## src/rtl/sbda_pkg.sv

```systemverilog
// Shared constants and power-of-ten table for the signed binary to decimal ASCII core.
package sbda_pkg;

	localparam int VALUE_BITS_DEF = 32;
	localparam int DIGITS_MAX     = 20;
	localparam int IDX_W          = $clog2(DIGITS_MAX);

	localparam logic [7:0] CHAR_ZERO  = 8'h30;
	localparam logic [7:0] CHAR_MINUS = 8'h2D;

	typedef logic [IDX_W-1:0] idx_t;

	// Powers of ten, largest first.
	function automatic logic [63:0] pow10(input idx_t i);
		logic [63:0] p;
		unique case (i)
			5'd0:    p = 64'd10000000000000000000;
			5'd1:    p = 64'd1000000000000000000;
			5'd2:    p = 64'd100000000000000000;
			5'd3:    p = 64'd10000000000000000;
			5'd4:    p = 64'd1000000000000000;
			5'd5:    p = 64'd100000000000000;
			5'd6:    p = 64'd10000000000000;
			5'd7:    p = 64'd1000000000000;
			5'd8:    p = 64'd100000000000;
			5'd9:    p = 64'd10000000000;
			5'd10:   p = 64'd1000000000;
			5'd11:   p = 64'd100000000;
			5'd12:   p = 64'd10000000;
			5'd13:   p = 64'd1000000;
			5'd14:   p = 64'd100000;
			5'd15:   p = 64'd10000;
			5'd16:   p = 64'd1000;
			5'd17:   p = 64'd100;
			5'd18:   p = 64'd10;
			5'd19:   p = 64'd1;
			default: p = 64'd1;
		endcase
		return p;
	endfunction

	// First table entry that can be reached by a magnitude of vb bits (max 2^(vb-1)).
	function automatic int start_index(input int vb);
		logic [63:0] max_mag;
		int          s;
		max_mag = 64'd1 << (vb - 1);
		s = 0;
		for (int i = 0; i < DIGITS_MAX; i++) begin
			if (pow10(idx_t'(i)) > max_mag) begin
				s = i + 1;
			end
		end
		return s;
	endfunction

endpackage

```

## src/rtl/signed_binary_to_decimal_ascii_core.sv

```systemverilog
// Top level: signed binary to decimal ASCII converter, one character per output beat.
// Sequence: an accept, a '-' beat for negative values, a scan over the leading powers of ten
//   that are skipped, then for each digit four trial subtractions and an emit beat.
// Throughput: one number at a time; src_stall is high from accept until the last beat
//   is loaded into the output register. Set by the single shared compare/subtract unit.
// Reset: arst_n clears the sequencer and output valid; payload registers are not reset.
module signed_binary_to_decimal_ascii_core #(
	parameter int VALUE_BITS = sbda_pkg::VALUE_BITS_DEF
) (
	input  logic                          clk,
	input  logic                          arst_n,
	// input channel
	input  logic                          src_valid,
	output logic                          src_stall,
	input  logic signed [VALUE_BITS-1:0]  value,
	// output channel, one beat per character
	output logic                          dst_valid,
	input  logic                          dst_stall,
	output logic [7:0]                    character,
	output logic                          last
);
	import sbda_pkg::*;

	// Sequencer codes
	localparam logic [2:0] ST_IDLE  = 3'd0;
	localparam logic [2:0] ST_SIGN  = 3'd1;  // emit '-'
	localparam logic [2:0] ST_SCAN  = 3'd2;  // skip leading zero digits
	localparam logic [2:0] ST_DIGIT = 3'd3;  // trial subtract 8,4,2,1 x pow
	localparam logic [2:0] ST_EMIT  = 3'd4;  // send finished digit

	localparam idx_t START_IDX = idx_t'(start_index(VALUE_BITS));
	localparam idx_t LAST_IDX  = idx_t'(DIGITS_MAX - 1);

	logic [2:0]            state_q;
	idx_t                  idx_q;
	logic [1:0]            step_q;
	logic [3:0]            digit_q;
	logic [VALUE_BITS-1:0] mag_q;

	logic                  dst_valid_q;
	logic [7:0]            char_q;
	logic                  last_q;

	// Shared unit hookup
	logic [VALUE_BITS-1:0] pow_w;
	logic [1:0]            unit_step;
	logic                  fits;
	logic [VALUE_BITS-1:0] rem;

	// Output load control
	logic                  out_free;
	logic                  load_out;
	logic [7:0]            load_char;
	logic                  load_last;

	logic                  neg;
	logic [VALUE_BITS-1:0] abs_val;

	// Magnitude as unsigned: most negative value maps to 2^(VALUE_BITS-1) with no wrap.
	assign neg     = value[VALUE_BITS-1];
	assign abs_val = neg ? (~value + 1'b1) : value;

	// Every table entry at or after START_IDX fits in VALUE_BITS bits.
	assign pow_w     = VALUE_BITS'(pow10(idx_q));
	// Scan is a plain mag >= pow test, i.e. step 0.
	assign unit_step = (state_q == ST_DIGIT) ? step_q : 2'd0;

	sbda_sub_unit #(
		.VALUE_BITS(VALUE_BITS)
	) u_sub (
		.mag  (mag_q),
		.pow  (pow_w),
		.step (unit_step),
		.fits (fits),
		.rem  (rem)
	);

	// Output register is free when empty or being drained this cycle.
	assign out_free = !dst_valid_q || !dst_stall;

	always_comb begin
		load_out  = 1'b0;
		load_char = CHAR_ZERO;
		load_last = 1'b0;
		unique case (state_q)
			ST_SIGN: begin
				load_out  = out_free;
				load_char = CHAR_MINUS;
			end
			ST_SCAN: begin
				// value zero: single '0'
				load_out  = out_free && !fits && (idx_q == LAST_IDX);
				load_char = CHAR_ZERO;
				load_last = 1'b1;
			end
			ST_EMIT: begin
				load_out  = out_free;
				load_char = CHAR_ZERO + {4'd0, digit_q};
				load_last = (idx_q == LAST_IDX);
			end
			default: begin
				load_out = 1'b0;
			end
		endcase
	end

	// Sequencer
	always_ff @(posedge clk or negedge arst_n) begin
		if (!arst_n) begin
			state_q     <= ST_IDLE;
			idx_q       <= START_IDX;
			step_q      <= 2'd0;
			digit_q     <= 4'd0;
			dst_valid_q <= 1'b0;
		end else begin
			if (load_out) begin
				dst_valid_q <= 1'b1;
			end else if (!dst_stall) begin
				dst_valid_q <= 1'b0;
			end

			unique case (state_q)
				ST_IDLE: begin
					if (src_valid) begin
						idx_q   <= START_IDX;
						step_q  <= 2'd0;
						digit_q <= 4'd0;
						state_q <= neg ? ST_SIGN : ST_SCAN;
					end
				end
				ST_SIGN: begin
					if (out_free) begin
						state_q <= ST_SCAN;
					end
				end
				ST_SCAN: begin
					if (fits) begin
						step_q  <= 2'd3;
						digit_q <= 4'd0;
						state_q <= ST_DIGIT;
					end else if (idx_q == LAST_IDX) begin
						if (out_free) begin
							state_q <= ST_IDLE;
						end
					end else begin
						idx_q <= idx_q + 1'b1;
					end
				end
				ST_DIGIT: begin
					if (fits) begin
						digit_q[step_q] <= 1'b1;
					end
					if (step_q == 2'd0) begin
						state_q <= ST_EMIT;
					end else begin
						step_q <= step_q - 1'b1;
					end
				end
				ST_EMIT: begin
					if (out_free) begin
						if (idx_q == LAST_IDX) begin
							state_q <= ST_IDLE;
						end else begin
							idx_q   <= idx_q + 1'b1;
							step_q  <= 2'd3;
							digit_q <= 4'd0;
							state_q <= ST_DIGIT;
						end
					end
				end
				default: begin
					state_q <= ST_IDLE;
				end
			endcase
		end
	end

	// Remainder and output payload, no reset needed
	always_ff @(posedge clk) begin
		if (state_q == ST_IDLE && src_valid) begin
			mag_q <= abs_val;
		end else if (state_q == ST_DIGIT && fits) begin
			mag_q <= rem;
		end
		if (load_out) begin
			char_q <= load_char;
			last_q <= load_last;
		end
	end

	assign src_stall = (state_q != ST_IDLE);
	assign dst_valid = dst_valid_q;
	assign character = char_q;
	assign last      = last_q;

endmodule

```

## src/rtl/sbda_sub_unit.sv

```systemverilog
// Shared compare/subtract unit: tests remainder against a scaled power of ten.
module sbda_sub_unit #(
	parameter int VALUE_BITS = sbda_pkg::VALUE_BITS_DEF
) (
	input  logic [VALUE_BITS-1:0] mag,
	input  logic [VALUE_BITS-1:0] pow,
	input  logic [1:0]            step,
	output logic                  fits,
	output logic [VALUE_BITS-1:0] rem
);
	import sbda_pkg::*;

	// Shifting mag down avoids overflow of pow << step in the compare.
	assign fits = (mag >> step) >= pow;
	assign rem  = mag - (pow << step);

endmodule
```

## config.mk

```make
export PLATFORM = sky130hd
export DESIGN_NAME = signed_binary_to_decimal_ascii_core
export DESIGN_NICKNAME = d
export VERILOG_FILES = /design/src/rtl/sbda_pkg.sv /design/src/rtl/signed_binary_to_decimal_ascii_core.sv /design/src/rtl/sbda_sub_unit.sv
export SDC_FILE = /design/constraint.sdc
export NUM_CORES = 1
export LEC_CHECK = 0
export ABC_AREA = 1
export BUFFER_PORTS_ARGS = -buffer_cell sky130_fd_sc_hd__buf_2
export CAP_MARGIN = 20
export CORE_UTILIZATION = 53
export DETAILED_ROUTE_END_ITERATION = 8
export GPL_TIMING_DRIVEN = 0
export PLACE_DENSITY_LB_ADDON = 0.2
export SETUP_SLACK_MARGIN = 0.02
export SYNTH_ARGS = -nofsm -noshare
export SYNTH_HDL_FRONTEND = slang
export SYNTH_SLANG_ARGS = --single-unit
```

## constraint.sdc

```tcl
create_clock -name clk -period 7.6 [get_ports clk]
set_input_delay 1.14 -clock clk [delete_from_list [all_inputs] [get_ports clk]]
set_output_delay 1.14 -clock clk [all_outputs]
set_load 0.01 [all_outputs]
```

Word-level counts from Yosys, hierarchy flattened

Memory sizes are Yosys's and may differ from the RTL's.
Cells that the tools add are included.

$add $sub $neg: 5
Magnitude comparators: 3
Eq/ne operators: 17
Shift operators: 2
Mux-type cells: 38
Bitwise gates (word level): 2
Reductions and logical operators: 20

Operators with widths:

| cell                    | number |
|---|---|
| $mux W32                | 3 |
| $add A32 B1 Y32 const B | 1 |
| $ge A32 B32 Y1          | 1 |
| $not A32 Y32            | 1 |
| $shl A32 B2 Y32         | 1 |
| $shr A32 B2 Y32         | 1 |
| $sub A32 B32 Y32        | 1 |
| $mux W3                 | 7 |
| $mux W4                 | 5 |
| $mux W5                 | 4 |
| $reduce_and A6 Y1       | 3 |
| $mux W2                 | 8 |
| $ne A2 B2 Y1 const B    | 8 |
| $pmux W4 S4             | 1 |
| $pmux W3 S5             | 1 |
| $pmux W5 S3             | 1 |
| $pmux W7 S2             | 1 |
| $pmux W2 S4             | 1 |
| $add A6 B4 Y7 const A   | 1 |
| $eq A3 B2 Y1 const B    | 2 |
| $ne A3 B3 Y1 const B    | 2 |
| $reduce_bool A3 Y1      | 2 |
| $add A5 B1 Y5 const B   | 1 |
| $eq A5 B5 Y1 const B    | 1 |
| other kinds (19)        | 29 |

Flip-flop bits (word level): 56
Bits in read-only memories: 1,888
Input bits: 36
Output and inout bits: 11
Word-level logic and storage cells: 96
Memories: 1

Memories:

| memory           | words | bits a word | rd ports | clocked after memory_dff | write ports | RTL line       | text |
|---|---|---|---|---|---|---|---|
| (name not given) | 32    | 59          | 1        | 0                        | 0           | sbda_pkg.sv:16 | `unique case (i)` |

Longest topological paths before layout

Gate-level depths: netlist of the first run.

Depth after elaboration: 9
Mapped depth: 25
Depth with buffers taken out: 25

Modules after synthesis

A second synthesis of the first run with hierarchy kept.

Cell total of the unflattened synthesis: 1,455
Area, all modules: 8,642.0 um^2

Modules (own cells, without submodules):

| module                              | instances | cells each | area an instance (um^2) | sequential area each (um^2) |
|---|---|---|---|---|
| sbda_sub_unit                       | 1         | 877        | 4,546.9                 | 0.0 |
| signed_binary_to_decimal_ascii_core | 1         | 578        | 4,095.2                 | 1,519.0 |

Worst setup path after synthesis of the first run

OpenSTA, ideal clock, no wires.

Kind: flip-flop to flip-flop
From: reg idx_q[1]
To: reg mag_q[0], enable pin
Setup time: 389 ps
Arrival time: 3,312 ps
Data required time: 7,211 ps
Path slack: 3,898 ps
Cell stages (with the launch flop): 17
Path buffers: 1
Period minus slack after synthesis: 3,702 ps
Path through: dfstp_2 > buf_2 > inv_1 > ha_1 > o21ai_1 > inv_1 > nor2_2 > o21ai_0 > ha_1 > nand2_1 > nor2_1 > nand4_1 > nor3b_1 > nand2_1 > nand2_1 > nand2_1 > nand2_1

Cells in the longest elaborated chain, start to end: 4

RTL lines:

| item                         | RTL line                                   | text |
|---|---|---|
| from (decl)                  | signed_binary_to_decimal_ascii_core.sv:35  | `idx_t idx_q;` |
| from (signal assigned)       | signed_binary_to_decimal_ascii_core.sv:146 | `idx_q <= idx_q + 1'b1;` |
| from (signal assigned)       | signed_binary_to_decimal_ascii_core.sv:164 | `idx_q <= idx_q + 1'b1;` |
| $mem_v2 Z32 W59              | --                                         |  |
| $ge A32 B32 Y1               | sbda_sub_unit.sv:14                        | `assign fits = (mag >> step) >= pow;` |
| $logic_and A1 B1 Y1          | signed_binary_to_decimal_ascii_core.sv:182 | `end else if (state_q == ST_DIGIT && fits) begin` |
| $reduce_bool A2 Y1 (no line) | --                                         |  |
| to (signal assigned)         | signed_binary_to_decimal_ascii_core.sv:181 | `mag_q <= abs_val;` |
| to (signal assigned)         | signed_binary_to_decimal_ascii_core.sv:183 | `mag_q <= rem;` |
| to (decl)                    | signed_binary_to_decimal_ascii_core.sv:38  | `logic [VALUE_BITS-1:0] mag_q;` |

Every way passes these cells.
A chain may end at the register's enable or synchronous reset.

Worst setup path in the final report of the first run

From: reg idx_q[1]
To: reg mag_q[23], data pin

Cells in the longest elaborated chain, start to end: 5

RTL lines:

| item             | RTL line                                   | text |
|---|---|---|
| $mem_v2 Z32 W59  | --                                         |  |
| $shl A32 B2 Y32  | sbda_sub_unit.sv:15                        | `assign rem = mag - (pow << step);` |
| $sub A32 B32 Y32 | sbda_sub_unit.sv:15                        |  |
| $mux W32         | signed_binary_to_decimal_ascii_core.sv:182 |  |
| $mux W32         | signed_binary_to_decimal_ascii_core.sv:180 | `if (state_q == ST_IDLE && src_valid) begin` |

Every way passes these cells. The select of a mux whose other input is x is not followed.

==> impl_metrics.ini, run 1 <==
[setup_path]
path_max_fanout = 9
cp.required_ns = 7.67
startpoint = idx_q[1]
cp_top_family = simple AND/OR/NAND/NOR gates
cp-end-kind = flip-flop
cpMaxStageDelayCell = dfstp_2
crit_top_cell = nand2_1
critPathBufInv = 2
startpoint_type = flip-flop
worstReg2RegStart = idx_q[1]
worstPathCellList = buf_2 > inv_1 > ha_1 > nand2_1 > o21ai_0 > nand2_1 > nand3_1 > o21ai_0 > o21ai_1 > ha_1 > nand4_1 > nor3_1 > nand4_1 > nand2_1 > nand2_1 > nand2_1 > nand2_1 > nand3_1 > nand2_1
max_stage_delay_ns = 0.59
worst_ep_arrival_time_ns = 4.58
path_class = flip-flop to flip-flop

[timing]
setup_violations = 0
post-route-period-util_pct = 59.28
hold_violations = 0
tightest_slew_ns = 0.8424
skew_ns = 0.01006
rsz0062_at_grt = false
drv_slew = 0
maxClockFrequency_mhz = 222.0
relSlewSlack_pct = 43.64
fin_setup_tns_ns = 0
post-route-min-period_ns = 4.505

[synthesis]
syn_avg_cell_area_sq_um = 6.389
synth-seq-cells = 53
ys_seq_area_share_pct = 18.96
yosys-top-cells-count = nand2_1, inv_1, nor2_1, o21ai_0, a21oi_1
synthTopCellsByArea = nand2_1, edfxtp_1, ha_1, o21ai_0, inv_1
synth_edf_count = 38
synth_cells = 1254
ys.flop_type = edfxtp_1
synth_area_sq_mm = 0.008011
synth_most_common_cell = nand2_1
synth_area_leader_cell = nand2_1
synthArstFlopShare_pct = 28.30
synth_top_area_share_pct = 14.48
synth_cell_type_count = 55
synth_warnings = 0

[cells_and_area]
fillers = 1476
area_growth_pct = 7.512
nets = 1420
ff_latch_area_sq_mm = 0.001519
antenna_cells = 0
drive_above_1_share_pct = 9.495
multi_input_area_sq_mm = 0.005659

[cts]
cts_tree = built
path_clk_slew_ns = 0.08
cts_resized = 0
ctsHoldBuffers = 0
cts_buffers = 5
cts_sinks = 53
cts_max_level = 2
post_cts_buffers = 0
ctsLongestPathBuffers = 2
clk_latency_ns = 0.31
cts_root_buf = clkbuf_16

[detailed_routing]
drt_first_pass_iters = 5
drc = 0
viasPerCell = 5.849
drt_wl_total_mm = 26.38
ant_nets = 0
drt_iter0_markers = 602
post_drt_wl_per_cell_um = 17.70
num_vias = 8715

[global_route]
grt_max_degree = 33
gr-max-usage-layer = met2
grt.overflow.total = 0
grt_pass1_vias = 7993
grt_pass1_wl_mm = 41.88
met1_usage_pct = 45.89
use_met2_pct = 56.54
gr-usage-met3_pct = 4.835
grt_usage_pct = 34.20
grt_antenna_before_repair = 0

[place]
gp_congestion = 0.9766
dp_hpwl_mm = 21.83
port_buffers = 43

[die]
num_rows = 44
die_y_um = 124.9
io_pins = 47
coreArea_sq_mm = 0.01464
dieArea_sq_mm = 0.01561
floorplan.initialDensity_pct = 54.71
fp.dieW_um = 124.9

[status]
status = finished, final reports clean

[run]
cap_violations = 0

[hold_path]
min_path_type = flip-flop to flip-flop
min_from = digit_q[0]
## state kept, by name, indices dropped and copies added (netlist names)
register and count:
character 5, digit_q 4, dst_valid 1, idx_q 5
last 1, mag_q 32, state_q 3, step_q 2
## cell type report
class,count,share of cell area (%)
buffer,42,3.428
sequential,53,17.64
timing repair buffer,43,2.499
multi-input combinational,1017,65.70
tap,184,2.673
clock buffer,5,1.453
inverter,143,6.319
clock inverter,3,0.2905
## path summary, 6_finish.rpt
| check | to | slack (ns) | cells past startpoint |
|---|---|---|---|
| max | mag_q[23] | 3.10 | 19 |
| min reg2reg | digit_q[0] | 0.52 | 2 |
| max reg2reg | mag_q[23] | 3.10 | 19 |
| min | digit_q[0] | 0.52 | 2 |
| min in group asynchronous | dst_valid | 0.72 | 1 |
| max in group asynchronous | idx_q[3] | 6.57 | 1 |
## through the flow
stage,hold WS [ns],setup slack (ns),cell area [sq um],utilization (%),std cells
floorplan,0.4652,3.898,8015,-,1255
global placement,0.4837,2.840,8461,57.78,1482
detailed placement,0.4913,3.222,8463,57.79,1482
CTS,0.5120,3.165,8613,58.82,1490
global route,0.5682,2.798,8613,58.82,1490
finish,0.5150,3.095,8613,58.82,1490
## cells in the final DEF, fill, tap and decap left out, types with 7 or more instances in the layout
| cell | count |
|---|---|
| o211ai_1 | 8 |
| nand4_1 | 14 |
| buf_2 | 53 |
| clkbuf_1 | 11 |
| edfxtp_1 | 38 |
| nor2_1 | 121 |
| a21o_1 | 7 |
| mux2i_1 | 42 |
| dfrtp_1 | 13 |
| nand3_1 | 68 |
| o21ai_0 | 109 |
| o21ai_1 | 64 |
| inv_1 | 130 |
| inv_2 | 9 |
| nor3_1 | 19 |
| buf_6 | 9 |
| nand2_1 | 308 |
| a21oi_1 | 97 |
| ha_1 | 78 |
| buf_4 | 9 |
## layer usage
layer	share of wire [%]	up-vias	wire, um
met1	45	3932	11810
met4	3.2	0	834
met5	0	-	0
met3	7.0	57	1852
met2	45	378	11890
li1	-	4348	-
## logic make-up (layout without fill, tap and decap cells)
| logic type | count (synthesis) | in the layout | share of synthesized area [%] |
|---|---|---|---|
| buffers and inverters | 185 | 236 | 10.48 |
| flip-flops | 53 | 53 | 18.96 |
| adder cells (fa/ha/maj) | 79 | 79 | 12.43 |
| XOR/XNOR | 11 | 11 | 1.203 |
| other | 2 | 3 | 0.09374 |
| AND/OR/NAND/NOR | 562 | 562 | 29.91 |
| AO/OA/AOI/OAI | 320 | 320 | 21.68 |
| multiplexers | 42 | 42 | 5.248 |
## worst reg2reg max path: cells and delay by family (launching register included)
family          cells  cell delay, ns
fa+ha+maj           2            0.80
simple gates       12            1.87
buf+inv             2            0.45
compound gates      3            0.58
flops               1            0.59
Power of run 1 is not shown: default switching activity piles up to over one toggle a cycle in this logic, so the estimate is an artifact.
==> run 2: changes to the inputs <==
Clock period 7.6 ns to 3.61 ns, I/O delays scaled along.
==> run 2 against run 1 <==
  * The run now ends with negative setup slack left
  * Critical path depth increased by 1
  * First-iteration DRC count increased by 43%
  * Count of clock-buffer cells in the layout unchanged
  * Cell area increased by 18%
  * Via count increased by 6.2%
  * Routed wire length increased by 7.9%
  * Sequential cell count unchanged
  * Critical path type unchanged
==> impl_metrics.ini, run 2 (synthesis results as in run 1) <==
[cts]
clk_latency_ns = 0.31
cts_root_buf = clkbuf_16
cts_max_level = 2
ctsHoldBuffers = 0
cts_sinks = 53
path_clk_slew_ns = 0.08
ctsLongestPathBuffers = 2
cts_buffers = 5
cts_tree = built

[cells_and_area]
largest_reg_flops = 32
layout_commonest_cell = nand2_1
finish.utilization_pct = 69.38
area_growth_pct = 26.81
drive_above_1_share_pct = 27.51
top_register = mag_q
antenna_cells = 0
postLayoutCellArea_sq_mm = 0.01016
nets = 1477
final_cell_mix = nand2_1, inv_1, nor2_1

[timing]
setup_slack_ns = -0.05144
post-route-period-util_pct = 101.4
hold_violations = 0
post-route-min-period_ns = 3.661
setup_violations = 6
relSlewSlack_pct = 51.82
hold_ws_ns = 0.1233
drv_slew = 0
fin_setup_tns_ns = -0.1944
rsz0062_at_grt = true
tightest_slew_ns = 0.7227
skew_ns = 0.01085
maxClockFrequency_mhz = 273.1

[detailed_routing]
num_vias = 9256
drt_iter0_markers = 860
drc = 0
viasPerCell = 5.983
drt_first_pass_iters = 6
ant_nets = 0
drt_wl_total_mm = 28.47
post_drt_wl_per_cell_um = 18.40

[status]
status = complete, but fails checks
violations = negative setup slack

[global_route]
grt_usage_pct = 34.51
grt_pass1_vias = 7997
grt_pass1_wl_mm = 42.21
grt_antenna_before_repair = 0
grt_max_degree = 33
grt.overflow.total = 0

[setup_path]
path_max_fanout = 6
cp-end-kind = flip-flop
cp.required_ns = 3.66
worst_ep_arrival_time_ns = 3.71
path_class = flip-flop to flip-flop
startpoint_type = flip-flop

[die]
coreArea_sq_mm = 0.01464
io_pins = 47
dieArea_sq_mm = 0.01561
num_rows = 44
fp.dieW_um = 124.9
die_y_um = 124.9
floorplan.initialDensity_pct = 54.71

[hold_path]
min_path_type = primary input to async pin

[place]
placed_area_sq_mm = 0.008463
gp_congestion = 0.9782
dp_hpwl_mm = 21.70
port_buffers = 43

[run]
cap_violations = 0
==> run 2: changes by cell type in the layout (fill, tap and decap cells not counted), moves of 23 or more <==
cell,before,now
buf_4,9,60
a21oi_1,97,68
nand2_2,2,28
o21ai_2,6,29
nor2_1,121,91
nand2_1,308,277
o21ai_0,109,73
==> run 2: final cells by class <==
type	count	area, sq um
clock inverter	3	25.02
multi-input combinational	1020	6728
clock buffer	5	125.1
sequential	53	1521
fill	1298	4484
inverter	143	555.5
buffer	41	334.1
timing repair buffer	98	640.6
tap	184	230.2
==> run 2: final timing paths <==
kind,start,to,slack [ns],cells after the start
max,idx_q[1],mag_q[17],-0.05,20
min,arst_n,dst_valid,0.12,1
max reg2reg,idx_q[1],mag_q[17],-0.05,20
min reg2reg,digit_q[0],digit_q[0],0.52,2
max in group asynchronous,arst_n,idx_q[3],3.18,1
min in group clk,digit_q[0],digit_q[0],0.52,2
==> run 2: what timing repair did <==
item | CTS | global route
resized for setup | 88 | 211
setup endpoints to repair | 74 | 74
gates cloned | 0 | 3
setup buffers | 18 | 37
pin swaps | 21 | 78
==> run 2: layer usage <==
metal  vias up  global-route usage [%]  wire [um]
li1       4472                       -          -
met1      4252                   47.07      12230
met2       455                   55.19      13010
met3        77                   3.894       2073
met4         0                   15.35       1164
met5         -                       0          0
==> run 2: critical path, cell delays in order (launching register included) <==
cell	delay, ns
dfstp_2	0.59
buf_8	0.14
clkinvlp_4	0.16
ha_4	0.35
nand2_4	0.07
nand2_1	0.06
o211ai_1	0.16
nand2_1	0.10
o21ai_0	0.14
nand2_1	0.11
o21ai_1	0.11
ha_4	0.32
nand2_1	0.08
nor2_2	0.12
inv_2	0.08
nor3_4	0.23
nand3_2	0.13
o21ai_4	0.20
nand2_1	0.08
nand2_1	0.08
o21ai_1	0.08
==> run 2: metrics by stage <==
| step | setup slack, ns | std cells |
|---|---|---|
| CTS | 0.01970 | 1508 |
| finish | -0.05144 | 1547 |
| floorplan | 0.1997 | 1255 |
| global placement | -0.6541 | 1482 |
| detailed placement | -0.6690 | 1482 |
| global route | -0.2005 | 1547 |
Power of run 2 is left out for the same reason.
==> run 3: changes to the inputs <==
Settings changed: TNS_END_PERCENT from default to 5.
==> run 3 against run 2 <==
  * Worst setup slack better by 0.010 ns
  * Critical path depth unchanged
  * First-iteration DRC count fell by 6.5%
  * Core utilization fell by 2.3 points
  * Die area unchanged
  * Sequential share of layout area is 0.52 points higher
  * Routed wire length decreased by 1.6%
  * Cell area fell by 3.3%
  * Clock skew is 0.0023 ns higher
  * The run still ends with negative setup slack left
  * Fmax grew 0.28%
  * Highest routed layer unchanged
  * Non-clock buffer count fell by 10
  * Final cell count is 0.65% lower
==> impl_metrics.ini, run 3 (synthesis results as in run 1) <==
[timing]
skew_ns = 0.01313
tightest_slew_ns = 0.7118
fin_setup_tns_ns = -0.3029
hold_violations = 0
post-route-period-util_pct = 101.1
setup_violations = 15
setup_slack_ns = -0.04121
maxClockFrequency_mhz = 273.9
relSlewSlack_pct = 52.55
post-route-min-period_ns = 3.651
drv_slew = 0
hold_ws_ns = 0.1223
rsz0062_at_grt = true

[global_route]
grt.overflow.total = 0
grt_antenna_before_repair = 0
grt_pass1_vias = 7994
grt_usage_pct = 34.63
grt_pass1_wl_mm = 42.29
grt_max_degree = 33

[setup_path]
cpMaxStageDelayCell = dfstp_2
reg2reg_to = mag_q[25]
worstReg2RegStart = idx_q[1]
regToRegSetupSlack_ns = -0.04
worst_ep_arrival_time_ns = 3.72
max_stage_delay_ns = 0.59
path_max_fanout = 6
path_class = flip-flop to flip-flop
ff2ff_path_depth = 20
cp-end-kind = flip-flop
worstPathCellList = buf_8 > clkinvlp_4 > ha_4 > nand2_1 > nand2_2 > o211ai_1 > buf_4 > o21ai_4 > mux2i_1 > ha_1 > buf_4 > nand2_2 > nor2_4 > inv_1 > nor3_2 > nand3_1 > nand3_1 > nand2_1 > nand3_1 > nand2_1
startpoint_type = flip-flop
cp.required_ns = 3.68

[detailed_routing]
ant_nets = 0
post_drt_wl_per_cell_um = 18.24
drc = 0
drt_wl_total_mm = 28.03
num_vias = 9084
drt_first_pass_iters = 5
drt_iter0_markers = 804
viasPerCell = 5.910

[run]
cap_violations = 0

[die]
floorplan.initialDensity_pct = 54.71
num_rows = 44
die_y_um = 124.9
fp.dieW_um = 124.9
dieArea_sq_mm = 0.01561
io_pins = 47
coreArea_sq_mm = 0.01464

[cells_and_area]
final_cell_mix = nand2_1, inv_1, nor2_1
antenna_cells = 0
nets = 1467
ff_latch_area_sq_mm = 0.001521
layout_commonest_cell = nand2_1
area_growth_pct = 22.57
layout.cells.non_filler = 1537
drive_above_1_share_pct = 23.95
postLayoutCellArea_sq_mm = 0.009819
largest_reg_flops = 32
multi_input_area_sq_mm = 0.006477
fillers = 1361
top_register = mag_q

[place]
dp_cells = 1482
placed_area_sq_mm = 0.008463
port_buffers = 43
gp_congestion = 0.9782
dp_hpwl_mm = 21.70

[cts]
cts_tree = built
cts_buffers = 5
cts_root_buf = clkbuf_16
clk_latency_ns = 0.31
ctsLongestPathBuffers = 2
path_clk_slew_ns = 0.08
cts_sinks = 53
cts_max_level = 2

[hold_path]
min_path_type = primary input to async pin

[status]
violations = negative setup slack
status = complete, but fails checks
-- run 3: timing repair --
item | 4_1_cts | 5_1_grt
pin swaps | 20 | 58
setup endpoints to repair | 74 | 74
gates cloned | 0 | 3
hold buffers | 0 | 0
gates resized for setup | 86 | 160
endpoints found under the hold margin | 0 | 0
buffers inserted | 16 | 29
-- run 3: worst max-delay path by stage --
| stage | startpoint | end | slack [ns] | cells after the start |
|---|---|---|---|---|
| floorplan | idx_q[1] | mag_q[0] | 0.20 | 16 |
| global placement | idx_q[1] | mag_q[23] | -0.65 | 19 |
| detailed placement | idx_q[1] | mag_q[23] | -0.67 | 19 |
| CTS | idx_q[1] | mag_q[31] | -0.02 | 19 |
| global route | idx_q[1] | mag_q[29] | -0.23 | 20 |
| finish | idx_q[1] | mag_q[25] | -0.04 | 20 |
-- run 3: layout make-up --
| cell class | instances | area share [%] |
|---|---|---|
| Clock buffer | 5 | 1.274 |
| Inverter | 143 | 5.632 |
| Clock inverter | 3 | 0.2548 |
| Buffer | 41 | 3.287 |
| Multi-Input combinational cell | 1020 | 65.97 |
| Tap cell | 184 | 2.345 |
| Timing Repair Buffer | 88 | 5.747 |
| Sequential cell | 53 | 15.49 |
-- run 3: stage by stage --
| step | worst slack (ns) | util, % |
|---|---|---|
| finish | -0.04121 | 67.05 |
| global route | -0.2329 | 67.05 |
| CTS | -0.01734 | 61.71 |
| detailed placement | -0.6690 | 57.79 |
| global placement | -0.6541 | 57.79 |
| floorplan | 0.1997 | - |
-- run 3: metal layers --
metal	global-route usage [%]	up-vias	routed length, um
met2	55.55	443	12660
met4	14.99	0	1117
met1	47.07	4116	12220
li1	-	4454	-
met3	4.193	71	2024
met5	0	-	0
-- run 3: worst max-delay path, delay by kind of cell, from the launching register on --
| family | cells | cell delay [ns] |
|---|---|---|
| compound gates | 2 | 0.33 |
| fa+ha+maj | 2 | 0.66 |
| buf+inv | 5 | 0.73 |
| flops | 1 | 0.59 |
| mux | 1 | 0.10 |
| simple gates | 10 | 1.01 |
Power of run 3 is left out for the same reason.
